==> src/hdl/pau_pkg.sv <==
// shared types and constants for the pareto archive update block
`timescale 1ns / 1ps
`default_nettype none
package pau_pkg;

  localparam int ARCHIVE_DEPTH = 64;
  localparam int OBJ_W         = 32;
  localparam int IN_W          = 32;
  localparam int RES_W         = 7;
  localparam int IDX_W         = $clog2(ARCHIVE_DEPTH);
  localparam int CNT_W         = $clog2(ARCHIVE_DEPTH + 1);

  typedef struct packed {
    logic [OBJ_W-1:0] price;
    logic [OBJ_W-1:0] mileage;
    logic [OBJ_W-1:0] displacement;
  } point_t;

  typedef enum logic [1:0] {
    ST_INSERTED = 2'd0,
    ST_REJECTED = 2'd1,
    ST_FULL     = 2'd2
  } status_t;

  typedef enum logic [1:0] {
    S_IDLE,
    S_READ,
    S_EVAL,
    S_FINISH
  } state_t;

  typedef struct packed {
    logic             we;
    logic [IDX_W-1:0] waddr;
    point_t           wdata;
    logic             re;
    logic [IDX_W-1:0] raddr;
  } mem_req_t;

  typedef struct packed {
    logic entry_dom_pt;
    logic pt_dom_entry;
  } dom_t;

endpackage
`default_nettype wire

==> src/hdl/pau_dom.sv <==
// dominance compare between a stored entry and the new point
`timescale 1ns / 1ps
`default_nettype none
module pau_dom (
  input  wire pau_pkg::point_t entry,
  input  wire pau_pkg::point_t pt,
  output pau_pkg::dom_t        dom
);

  logic [2:0] e_gt;
  logic [2:0] e_lt;

  always_comb begin
    e_gt[0] = entry.price > pt.price;
    e_lt[0] = entry.price < pt.price;
    e_gt[1] = entry.mileage > pt.mileage;
    e_lt[1] = entry.mileage < pt.mileage;
    e_gt[2] = entry.displacement > pt.displacement;
    e_lt[2] = entry.displacement < pt.displacement;
    // equal points dominate neither way
    dom.entry_dom_pt = (|e_gt) && !(|e_lt);
    dom.pt_dom_entry = (|e_lt) && !(|e_gt);
  end

endmodule
`default_nettype wire

==> config.mk <==
export PLATFORM = sky130hd
export DESIGN_NAME = pau_dom
export DESIGN_NICKNAME = d
export VERILOG_FILES = /design/src/hdl/pau_pkg.sv /design/src/hdl/pau_dom.sv
export SDC_FILE = /design/constraint.sdc
export NUM_CORES = 1
export LEC_CHECK = 0
export BUFFER_PORTS_ARGS = -buffer_cell sky130_fd_sc_hd__buf_2
export CAP_MARGIN = 40
export CORE_MARGIN = 2
export CORE_UTILIZATION = 35
export DETAILED_ROUTE_END_ITERATION = 16
export PLACE_DENSITY_LB_ADDON = 0.25
export SYNTH_ARGS = -nofsm -noshare
export SYNTH_HDL_FRONTEND = slang
export SYNTH_SLANG_ARGS = --single-unit
export TNS_END_PERCENT = 50
==> constraint.sdc <==
create_clock -name vclk -period 3.4
set_clock_uncertainty 0.1 [all_clocks]
set_input_delay 0.68 -clock vclk [all_inputs]
set_output_delay 0.68 -clock vclk [all_outputs]
set_load 0.005 [all_outputs]
==> qor.csv <==
metric,value,unit
clkPwrFrac,0,%
fp.dieH,88.2,um
avgSynthCellArea,7.18,um^2
yosys_warnings,0,
synth_area_leader_cell,ha_1,
min_path_cells,6,
slew_headroom,73.1,%
start_util,36.3,%
instances_no_fill,651,
regArea,0,um^2
nClkBuffers,0,
gr-total-overflow,0,
fin_area,3870,um^2
wirelength,7490,um
end_kind,output pin,
hold_violations,0,
whs,2.02,ns
die_area,7770,um^2
numPortBuffers,194,
max_clock_freq,0.290,GHz
crit_required,2.62,ns
n_fill_cell,679,
row_count,30,
antenna_found_initial,0,
placed_cells,649,
setup.worst_path.start,entry[51],
critPathArrivalTime,2.67,ns
num_antenna_cells,0,
grt_pass1_wl,11400,um
startpoint_type,input port,
holdBufCountCts,0,
synthDistinctLibCells,39,
hp-start,entry[63],
place_congestion,0.812,
drive_gt1_share,43.8,%
p_switching,0.000193,W
final-max-slew-violation-count,0,
power.total,0.000423,W
ant_nets,0,
post-route-min-period,3.45,ns
coreArea,6830,um^2
multi_input_area,2270,um^2
period_share,101,%
vias_per_cell,4.69,
p_comb_share,100.0,%
first_pass_iters,4,
synthesis.area,2480,um^2
drt-wirelength-per-cell,11.5,um
num_vias,3054,
placed_cell_area,3670,um^2
netlist_instances,345,
failed_checks,negative setup slack,
ir_worst_vdd,0.0530,mV
grt_pass1_vias,2983,
status,"finished, violations left",
hold_path.class,input port to output pin,
swShare,45.6,%
netlist.area_leader.share,48.5,%
p_per_area,109,nW/um^2
pre_cts_ws,-0.202,ns
nets,845,
drtIter0Drc,40,
place_hpwl,6910,um
die_width,88.2,um
drv_cap,0,
synth_area_leaders,"ha_1 48%, inv_1 15%, a21oi_1 7.5%, nand4_1 3.5%, nand2_1 3.2%",
criticalPathCategory,input port to output pin,
synth-seq-area-share,0,%
seq_cells,0,
cp-endpoint,dom[0],
area_growth,56.2,%
syn_nets,633,
route.detailed.drc,0,
grt_max_degree,5,
grt_use_total,17.6,%
setup_viol,2,
p_leak,2.41,nW
worst_slew_pin_slew,0.400,ns
p_seq_share,0,%
critPathMaxFanout,3,
rsz0062_at_grt,true,
io-pin-count,194,
worst_slack,-0.0495,ns
p_int,0.000230,W
==> layout make-up <==
class | count | area share (%)
Inverter | 99 | 9.66
Multi-Input combinational cell | 246 | 58.7
Tap cell | 96 | 3.10
Timing Repair Buffer | 210 | 28.5
==> synth_stat cells (2+ instances only) <==
library cell,instances
a2111o_1,2
a211oi_1,2
a21boi_0,2
a21o_1,6
a21oi_1,37
a221o_1,2
a22oi_1,2
and4_1,3
ha_1,96
inv_1,99
nand2_1,21
nand3_1,11
nand4_1,14
nor2_1,10
nor2b_1,2
nor4_1,2
nor4_2,2
o211ai_1,3
o21ai_0,8
o31a_1,2
==> worst max-delay path: stages <==
cell and delay [ns]:
buf_2 0.12, ha_4 0.24, a21oi_2 0.13, o21ai_1 0.08, a221o_1 0.32, a2111o_1 0.38, o22a_1 0.26, nor4_2 0.29
buf_2 0.18
==> metrics by stage <==
stage,TNS (ns),utilization [%]
6_report,-0.0695,56.7
5_1_grt,-0.246,56.7
4_1_cts,-0.0681,55.8
3_5_place_dp,-0.344,53.8
3_3_place_gp,-0.289,53.8
2_1_floorplan,0,-
==> cells by family (layout without fill, tap and decap cells) <==
logic type,Yosys count,in the layout,share of synthesized area (%)
compound gates,77,77,20.1
fa+ha+maj,96,96,48.5
buf+inv,99,309,15.0
simple gates,73,73,16.4
==> power by group through the flow <==
stage | logic, W | clock network (W) | registers (W)
finish | 0.000423 | 0 | 0
global route | 0.000485 | 0 | 0
floorplan | 0.000205 | 0 | 0
global placement | 0.000380 | 0 | 0
CTS | 0.000416 | 0 | 0
detailed placement | 0.000392 | 0 | 0
==> layout by cell type (no fill, tap or decap), drive strengths merged, types with 2 or more instances in the layout <==
cell type | Yosys | routed
o31a | 2 | 2
and4 | 3 | 3
nand2 | 21 | 21
a2111o | 2 | 2
a211oi | 3 | 3
inv | 99 | 99
o21ai | 9 | 9
nand4 | 15 | 15
a21oi | 37 | 37
a21o | 6 | 6
nor4 | 4 | 4
nand3 | 12 | 12
a221o | 2 | 2
nor2b | 2 | 2
or4 | 2 | 2
a21boi | 2 | 2
o211ai | 4 | 4
buf | 0 | 210
ha | 96 | 96
a22oi | 2 | 2
nor2 | 10 | 10
==> how the worst min path moves through the flow <==
stage | to | slack (ns)
5_1_grt | dom[0] | 2.04
3_3_place_gp | dom[0] | 1.98
4_1_cts | dom[0] | 2.01
3_5_place_dp | dom[0] | 1.99
6_report | dom[0] | 2.02
2_1_floorplan | dom[0] | 1.67
==> layer usage <==
metal  vias up  part of all wire, %  GRT usage (%)
li1       1623                    -              -
met4         0                 0.63           2.34
met3         6                  7.0           1.98
met2       112                   52           35.9
met5         -                    0              0
met1      1313                   40           19.6
==> repair_timing <==
action                     in CTS  in global routing
pin swaps                      14                  2
gates resized for setup        21                  8
setup endpoints to repair       2                  2
buffers inserted                2                  0
(Power assumes the default switching activity.)
