===== src/hdl/pau_pkg.sv =====
// shared types and constants for the pareto archive update block
`timescale 1ns / 1ps
`default_nettype none
package pau_pkg;

  localparam int ARCHIVE_DEPTH = 64;
  localparam int OBJ_W         = 32;
  localparam int IN_W          = 32;
  localparam int RES_W         = 7;
  localparam int IDX_W         = $clog2(ARCHIVE_DEPTH);
  localparam int CNT_W         = $clog2(ARCHIVE_DEPTH + 1);

  typedef struct packed {
    logic [OBJ_W-1:0] price;
    logic [OBJ_W-1:0] mileage;
    logic [OBJ_W-1:0] displacement;
  } point_t;

  typedef enum logic [1:0] {
    ST_INSERTED = 2'd0,
    ST_REJECTED = 2'd1,
    ST_FULL     = 2'd2
  } status_t;

  typedef enum logic [1:0] {
    S_IDLE,
    S_READ,
    S_EVAL,
    S_FINISH
  } state_t;

  typedef struct packed {
    logic             we;
    logic [IDX_W-1:0] waddr;
    point_t           wdata;
    logic             re;
    logic [IDX_W-1:0] raddr;
  } mem_req_t;

  typedef struct packed {
    logic entry_dom_pt;
    logic pt_dom_entry;
  } dom_t;

endpackage
`default_nettype wire


===== src/hdl/pau_ctrl.sv =====
// walk sequencer: read, compare, compact and append
`timescale 1ns / 1ps
`default_nettype none
module pau_ctrl (
  input  wire logic                    clk,
  input  wire logic                    rst_n,
  input  wire logic                    start,
  output logic                         busy,
  input  wire pau_pkg::point_t         in_pt,
  output pau_pkg::point_t              pt,
  input  wire pau_pkg::point_t         rdata,
  input  wire pau_pkg::dom_t           dom,
  output pau_pkg::mem_req_t            req,
  output logic                         out_valid,
  output logic [1:0]                   out_status,
  output logic [pau_pkg::RES_W-1:0]    out_removed,
  output logic [pau_pkg::RES_W-1:0]    out_count_after
);

  localparam logic [pau_pkg::CNT_W-1:0] DEPTH_C = pau_pkg::CNT_W'(pau_pkg::ARCHIVE_DEPTH);

  pau_pkg::state_t          state_r, state_nxt;
  pau_pkg::point_t          pt_r, pt_nxt;
  logic [pau_pkg::CNT_W-1:0] cnt_r, cnt_nxt;
  logic [pau_pkg::CNT_W-1:0] rd_r, rd_nxt;
  logic [pau_pkg::CNT_W-1:0] wr_r, wr_nxt;
  logic [pau_pkg::CNT_W-1:0] removed_r, removed_nxt;
  logic                      rej_r, rej_nxt;
  logic                      valid_r, valid_nxt;
  pau_pkg::status_t          status_r, status_nxt;
  logic [pau_pkg::CNT_W-1:0] res_removed_r, res_removed_nxt;
  logic [pau_pkg::CNT_W-1:0] res_count_r, res_count_nxt;
  logic [pau_pkg::CNT_W-1:0] kept;

  assign kept = cnt_r - removed_r;

  // next state
  always_comb begin
    state_nxt = state_r;
    case (state_r)
      pau_pkg::S_IDLE: begin
        if (start) state_nxt = pau_pkg::S_READ;
      end
      pau_pkg::S_READ: begin
        state_nxt = (rd_r < cnt_r) ? pau_pkg::S_EVAL : pau_pkg::S_FINISH;
      end
      pau_pkg::S_EVAL: begin
        // rejection with nothing removed leaves the tail in place
        if (!rej_r && dom.entry_dom_pt && removed_r == '0) state_nxt = pau_pkg::S_FINISH;
        else state_nxt = pau_pkg::S_READ;
      end
      pau_pkg::S_FINISH: state_nxt = pau_pkg::S_IDLE;
      default: state_nxt = pau_pkg::S_IDLE;
    endcase
  end

  // datapath and memory requests
  always_comb begin
    pt_nxt          = pt_r;
    cnt_nxt         = cnt_r;
    rd_nxt          = rd_r;
    wr_nxt          = wr_r;
    removed_nxt     = removed_r;
    rej_nxt         = rej_r;
    valid_nxt       = 1'b0;
    status_nxt      = status_r;
    res_removed_nxt = res_removed_r;
    res_count_nxt   = res_count_r;
    req             = '0;
    case (state_r)
      pau_pkg::S_IDLE: begin
        if (start) begin
          pt_nxt      = in_pt;
          rd_nxt      = '0;
          wr_nxt      = '0;
          removed_nxt = '0;
          rej_nxt     = 1'b0;
        end
      end
      pau_pkg::S_READ: begin
        if (rd_r < cnt_r) begin
          req.re    = 1'b1;
          req.raddr = rd_r[pau_pkg::IDX_W-1:0];
        end
      end
      pau_pkg::S_EVAL: begin
        if (!rej_r && dom.pt_dom_entry && !dom.entry_dom_pt) begin
          removed_nxt = removed_r + 1'b1;
          rd_nxt      = rd_r + 1'b1;
        end else if (!rej_r && dom.entry_dom_pt && removed_r == '0) begin
          rej_nxt = 1'b1;
        end else begin
          // keep the entry, shifted down over the removed ones
          if (dom.entry_dom_pt) rej_nxt = 1'b1;
          req.we    = (wr_r != rd_r);
          req.waddr = wr_r[pau_pkg::IDX_W-1:0];
          req.wdata = rdata;
          wr_nxt    = wr_r + 1'b1;
          rd_nxt    = rd_r + 1'b1;
        end
      end
      pau_pkg::S_FINISH: begin
        valid_nxt       = 1'b1;
        res_removed_nxt = removed_r;
        if (rej_r) begin
          status_nxt = pau_pkg::ST_REJECTED;
          cnt_nxt    = kept;
        end else if (kept < DEPTH_C) begin
          status_nxt = pau_pkg::ST_INSERTED;
          req.we     = 1'b1;
          req.waddr  = kept[pau_pkg::IDX_W-1:0];
          req.wdata  = pt_r;
          cnt_nxt    = kept + 1'b1;
        end else begin
          status_nxt = pau_pkg::ST_FULL;
          cnt_nxt    = kept;
        end
        res_count_nxt = cnt_nxt;
      end
      default: ;
    endcase
  end

  always_ff @(posedge clk) begin
    if (!rst_n) begin
      state_r <= pau_pkg::S_IDLE;
      cnt_r   <= '0;
      valid_r <= 1'b0;
      rej_r   <= 1'b0;
    end else begin
      state_r <= state_nxt;
      cnt_r   <= cnt_nxt;
      valid_r <= valid_nxt;
      rej_r   <= rej_nxt;
    end
    pt_r          <= pt_nxt;
    rd_r          <= rd_nxt;
    wr_r          <= wr_nxt;
    removed_r     <= removed_nxt;
    status_r      <= status_nxt;
    res_removed_r <= res_removed_nxt;
    res_count_r   <= res_count_nxt;
  end

  assign busy            = (state_r != pau_pkg::S_IDLE);
  assign pt              = pt_r;
  assign out_valid       = valid_r;
  assign out_status      = status_r;
  assign out_removed     = pau_pkg::RES_W'(res_removed_r);
  assign out_count_after = pau_pkg::RES_W'(res_count_r);

endmodule
`default_nettype wire


===== config.mk =====
export PLATFORM = sky130hd
export DESIGN_NAME = pau_ctrl
export DESIGN_NICKNAME = d
export VERILOG_FILES = /design/src/hdl/pau_pkg.sv /design/src/hdl/pau_ctrl.sv
export SDC_FILE = /design/constraint.sdc
export NUM_CORES = 1
export LEC_CHECK = 0
export BUFFER_PORTS_ARGS = -buffer_cell sky130_fd_sc_hd__buf_2
export CORE_AREA = 2 2 162 164
export CTS_CLUSTER_SIZE = 24
export DETAILED_ROUTE_END_ITERATION = 8
export DIE_AREA = 0 0 164 166
export GPL_TIMING_DRIVEN = 0
export PLACE_DENSITY = 0.65
export RECOVER_POWER = 100
export SYNTH_ARGS = -nofsm -noshare
export SYNTH_HDL_FRONTEND = slang
export SYNTH_SLANG_ARGS = --single-unit

===== constraint.sdc =====
create_clock -name clk -period 4.3 [get_ports clk]
set_input_delay 0.215 -clock clk [delete_from_list [all_inputs] [get_ports clk]]
set_output_delay 0.215 -clock clk [all_outputs]
set_load 0.01 [all_outputs]

==> reports/metrics.yaml, run 1 <==
clocking:
  clk_pin_slew_ns: 0.07
  post_cts_buffers: 0
  ctsRootBufferMaster: "clkbuf_16"
  cts.sinks: 144
  cts_buffer_depth: 2
  cts_resized: 0
  cts_max_level: 4
  clock_latency_ns: 0.42
  numCtsBuffers: 17
  cts_tree: "yes"
logic_synthesis:
  ys_seq_area_share_pct: 63.4
  ys_warn_count: 0
  synth_top_flop_cell: "edfxtp_1"
  synth_edf_count: 133
  yosys.cell_count.top_type: "edfxtp_1"
  synth_cell_types: 43
  syn_nets: 703
  synth_top_area_share_pct: 60.1
  yosysTopAreaCell: "edfxtp_1"
  postSynthAreaPerCell_sq_um: 13.6
  synth_area_sq_um: 6650
  async_reset_ff_share_pct: 0
  synth_commonest_cells: "edfxtp_1, a22o_1, nor2_1, xnor2_1, inv_1"
  syn_inst: 488
  ys_ff_latch: 144
  ys_top_cells_by_area: "edfxtp_1, a22o_1, dfxtp_1"
placed_design:
  port_buffers: 420
  dp_slack_ns: 0.850
  placed_area_sq_um: 9200
  dp_hpwl_mm: 21.1
  gp_congestion: 0.917
setup_path:
  startpoint_type: "flop"
  path_max_fanout: 10
  ff2ff_path_depth: 5
  crit_type: "flop to output pin"
  arrival_ns: 3.70
  required_ns: 4.09
  worstSetupEndpointType: "output pin"
timing:
  fmaxAchievable_mhz: 256
  hold_ws_ns: 0.0848
  relSlewSlack_pct: -47.0
  finClkSkew_ns: 0.0151
  hold_viol: 0
  fin_tns_setup_ns: 0
  setup_viol: 0
  fin_crit_sh_pct: 91.0
  worstMarginPinSlew_ns: 2.19
  rsz0062_at_grt: "no"
  period_minus_slack_ns: 3.91
  maxSlewViolCount: 49
  fin_ws_ns: 0.387
global_routing:
  first_global_vias: 6579
  antenna_found_initial: 1
  grt_max_degree: 50
  grt_remaining_overflow: 0
  grt_pass1_wl_mm: 39.9
  grt_usage_pct: 19.8
pwr:
  p_per_area_nw_per_um2: 375
  p_leak_uw: 0.00410
  max-vdd-ir-drop_mv: 0.207
worst_hold_path:
  hp-class: "input pin to flop"
  hold-path-cell-count: 3
route:
  drtIter0Drc: 423
  ant_nets: 0
  totalWireLength_mm: 27.4
  avgRoutedWirePerCell_um: 20.0
  routed_via_density: 4.73
  drc: 0
  first_pass_iters: 5
  vias: 6488
final_layout:
  fill_cells: 2569
  area_growth_pct: 57.1
  stdcell_area_sq_um: 10400
  drive_gt1_share_pct: 25.7
  nNetsFinal: 1239
  final_core_util_pct: 40.8
floorplanning:
  dieArea_sq_um: 27200
  row_count: 59
  chipHeight_um: 166
  fp.coreArea_sq_um: 25600
  die_x_um: 164
  start_util_pct: 25.9
  io_pins: 421
outcome:
  status: "complete, but fails checks"
  failed_checks: "max-capacitance violations, max-slew violations"
flow_run:
  cap_violations: 1
-- report_power, final --
group	internal [uW]	switching, uW
sequential	1680	102
clock	806	627
combinational	303	402
-- layer usage --
| layer | up-vias | part of all wire, % | GRT usage [%] |
|---|---|---|---|
| met3 | 32 | 7.0 | 4.82 |
| met4 | 0 | 2.0 | 6.71 |
| li1 | 2967 | - | - |
| met5 | - | 0 | 0 |
| met1 | 3201 | 41 | 25.2 |
| met2 | 288 | 50 | 32.7 |
-- metrics by stage --
step           total power (uW)  instances
2_1_floorplan              2120        488
4_1_cts                    3980       1372
3_3_place_gp               2460       1243
3_5_place_dp               2470       1244
5_1_grt                    4080       1372
6_report                   3920       1373
-- flip-flops by register name, summed over array words and instances, names as in the netlist, 2 cells and up --
signal	flops
pt	96
wr_r	7
cnt_r	7
rd_r	7
out_status	2
out_count_after	7
state_r	2
out_removed	7
removed_r	7
-- cell usage in the layout, fill, tap and decap left out, types with 8 or more instances in the layout --
master,n
buf_2,226
clkbuf_1,220
edfxtp_1,133
a22o_1,97
dlygate4sd3_1,96
nor2_1,31
xnor2_1,23
nand2_1,19
inv_1,19
ha_1,17
clkbuf_16,17
o21ai_0,16
nand3_1,13
dfxtp_1,11
xor2_1,9
nor3b_1,8
-- path summary, 6_finish.rpt --
kind	from	endpoint	slack [ns]
worst min-delay path	dom[1]	rej_r	0.08
worst max register to register	state_r[1]	pt[92]	0.54
worst min register to register	removed_r[5]	out_removed[5]	0.49
worst max-delay path	removed_r[4]	req[74]	0.39
-- worst max-delay path, stage by stage, from the launching register on --
cell and delay, ns:
edfxtp_1 0.46, inv_1 0.15, ha_1 0.29, and2_0 0.24, a221oi_2 0.30, nand3_1 0.17
and2_0 0.18, buf_2 0.17, nor3_4 0.44, clkbuf_1 0.42, a22o_1 0.28, buf_2 0.17
-- kinds of logic after synthesis --
family | after synthesis | synth area share (%)
AO/OA/AOI/OAI | 140 | 17.1
XOR/XNOR | 32 | 4.22
adder cells (fa/ha/maj) | 18 | 3.50
buffers and inverters | 49 | 3.41
flip-flops | 144 | 63.4
multiplexers | 3 | 0.471
AND/OR/NAND/NOR | 102 | 7.85
-- cell type report --
| class | count | area [sq um] | area share, % |
|---|---|---|---|
| sequential | 144 | 4210 | 40.4 |
| timing repair buffer | 517 | 2820 | 27.0 |
| multi-input combinational | 295 | 2210 | 21.1 |
| clock buffer | 18 | 429 | 4.11 |
| tap | 335 | 419 | 4.01 |
| buffer | 29 | 146 | 1.40 |
| clock inverter | 14 | 131 | 1.26 |
| inverter | 20 | 76.3 | 0.731 |
| antenna | 1 | 2.50 | 0.0240 |
-- what timing repair did --
item,CTS,global route
endpoints found under the hold margin,96,0
setup endpoints to repair,0,0
hold buffers,96,0
Note: power is estimated with default switching activity, not from simulation.
==> run 2: changes to the inputs <==
BUFFER_PORTS_ARGS = not set   (was -buffer_cell sky130_fd_sc_hd__buf_2)
DONT_BUFFER_PORTS = 1   (was not set)
PLACE_DENSITY = 0.5   (was 0.65)
==> reports/metrics.yaml, run 2 (same netlist as run 1, synthesis figures left out) <==
outcome:
  status: "complete, but fails checks"
  failed_checks: "max-capacitance violations, max-slew violations"
clocking:
  cts_max_level: 4  # unchanged
  clk_pin_slew_ns: 0.06  # about the same
  ctsRootBufferMaster: "clkbuf_16"
  cts.sinks: 144  # unchanged
  numCtsBuffers: 17  # unchanged
  clock_latency_ns: 0.42  # about the same
  cts_buffer_depth: 2  # unchanged
  cts_tree: "yes"
timing:
  setup_viol: 0  # unchanged
  fmaxAchievable_mhz: 251  # -1.7%
  relSlewSlack_pct: -21.9  # +25 points
  fin_tns_setup_ns: 0  # unchanged
  finClkSkew_ns: 0.0145  # -0.000595 ns
  fin_crit_sh_pct: 92.6  # +1.6 points
  hold_viol: 0  # unchanged
  period_minus_slack_ns: 3.98  # +0.0689 ns
  maxSlewViolCount: 72  # +47%
  rsz0062_at_grt: "no"
  worstMarginPinSlew_ns: 1.83  # -0.364 ns
  fin_ws_ns: 0.318  # -0.0689 ns
worst_hold_path:
  hold-path-cell-count: 3  # unchanged
  hp-class: "input pin to flop"
  min_from: "start"
  min_to: "rej_r"
setup_path:
  path_max_fanout: 10  # unchanged
  worstSetupEndpointType: "output pin"
  timing.rr.start: "state_r[1]"
  r2r_end: "pt[21]"
  arrival_ns: 3.77  # +0.07 ns
  crit_path_cell_trace: "inv_1 -> ha_1 -> and2_1 -> a221oi_2 -> nand3_1 -> and2_0 -> clkbuf_1 -> nor3_4 -> clkbuf_2 -> buf_6 -> a22o_1"
  required_ns: 4.09  # about the same
  cp_slowest_cell: "nor3_4"
  max_stage_delay_ns: 0.55  # +0.09 ns
  ff2ff_setup_slack_ns: 0.63  # +0.09 ns
  ff2ff_path_depth: 5  # unchanged
  startpoint_type: "flop"
  crit_type: "flop to output pin"
placed_design:
  dp_slack_ns: 0.868  # +0.0174 ns
  gp_congestion: 0.912  # -0.60%
  port_buffers: 0  # -100%
  dp_hpwl_mm: 19.3  # -8.8%
final_layout:
  largest_reg_flops: 96  # unchanged
  fill_cells: 2503  # -2.6%
  drive_gt1_share_pct: 7.75  # -18 points
  final_core_util_pct: 33.7  # -7.1 points
  mostFrequentLayoutCell: "edfxtp_1"
  most-common-layout-cells: "edfxtp_1, dlygate4sd3_1, a22o_1"
  area_growth_pct: 29.9
  nNetsFinal: 821  # -34%
floorplanning:
  fp.coreArea_sq_um: 25600  # unchanged
  io_pins: 421  # unchanged
  die_x_um: 164  # unchanged
  dieArea_sq_um: 27200  # unchanged
  chipHeight_um: 166  # unchanged
  start_util_pct: 25.9  # unchanged
  row_count: 59  # unchanged
route:
  ant_nets: 0  # unchanged
  avgRoutedWirePerCell_um: 25.7  # +28%
  totalWireLength_mm: 24.5  # -11%
  drtIter0Drc: 336  # -21%
  vias: 4950  # -24%
  first_pass_iters: 4  # -1
  drc: 0  # unchanged
  routed_via_density: 5.18  # +9.6%
global_routing:
  grt_remaining_overflow: 0  # unchanged
  grt_pass1_wl_mm: 34.8  # -13%
  first_global_vias: 4922  # -25%
  grt_max_degree: 72  # +44%
  antenna_found_initial: 10  # +9
  grt_usage_pct: 17.8  # -2.0 points
pwr:
  max-vdd-ir-drop_mv: 0.241  # +16%
  p_leak_uw: 0.00299  # -27%
  p_per_area_nw_per_um2: 441  # +18%
flow_run:
  cap_violations: 1  # unchanged
==> run 2: changes by cell type in the layout (fill, tap and decap cells not counted), moves of 2 or more <==
cell           before  now
clkinv_4            1    5
clkinv_1            2    0
buf_2             226    5
inv_6               5    3
dlygate4sd3_1      96   98
buf_4               2    0
clkbuf_1          220   20
clkbuf_2            0    3
==> run 2: metrics by stage <==
step | area [sq um] | power [uW] | cells | hold WS [ns]
2_1_floorplan | 6650 | 2120 | 488 | 0.314
3_3_place_gp | 7070 | 2270 | 823 | 0.314
3_5_place_dp | 7100 | 2280 | 824 | 0.314
4_1_cts | 8660 | 3850 | 954 | 0.0175
5_1_grt | 8630 | 3970 | 956 | 0.0367
6_report | 8630 | 3810 | 956 | 0.0492
==> run 2: worst max-delay path by stage <==
| stage | startpoint | endpoint | slack (ns) | depth (start not counted) |
|---|---|---|---|---|
| 2_1_floorplan | state_r[1] | pt[0] | 1.35 | 4 |
| 3_3_place_gp | state_r[1] | pt[73] | 0.53 | 4 |
| 3_5_place_dp | removed_r[0] | req[12] | 0.87 | 10 |
| 4_1_cts | removed_r[0] | req[12] | 0.41 | 10 |
| 5_1_grt | removed_r[0] | req[55] | 0.12 | 10 |
| 6_report | removed_r[4] | req[30] | 0.32 | 11 |
==> run 2: layout make-up <==
type | instances | area, sq um | area share (%)
antenna | 2 | 5.00 | 0.0580
buffer | 29 | 140 | 1.62
clock buffer | 18 | 429 | 4.97
clock inverter | 14 | 158 | 1.83
inverter | 20 | 76.3 | 0.884
multi-input combinational | 295 | 2210 | 25.6
sequential | 144 | 4210 | 48.8
tap | 335 | 419 | 4.86
timing repair buffer | 99 | 986 | 11.4
==> run 2: repair_timing <==
action | CTS | global route
resized for setup | 0 | 0
hold endpoints to repair | 98 | 0
hold buffers | 98 | 0
setup buffers | 0 | 0
==> run 2: worst max-delay path: cells and delay by family (launching register included) <==
kind | cells | cell delay (ns)
buffers and inverters | 4 | 0.98
DFF | 1 | 0.43
AOI/OAI and AO/OA | 2 | 0.53
and+or+nand+nor | 4 | 1.11
adders and majority gates | 1 | 0.29
==> run 2: metal layers <==
layer,up-vias,part of all wire [%],GRT usage (%)
met1,2480,38,21.3
li1,2136,-,-
met4,16,2.5,5.95
met2,279,48,27.7
met3,39,11,8.77
met5,-,0.39,0
==> run 2: power by group <==
group | internal (uW) | switching [uW] | leakage (uW)
Sequential | 1680 | 160 | 0.00135
Combinational | 194 | 286 | 0.00136
Clock | 864 | 624 | 0.000277
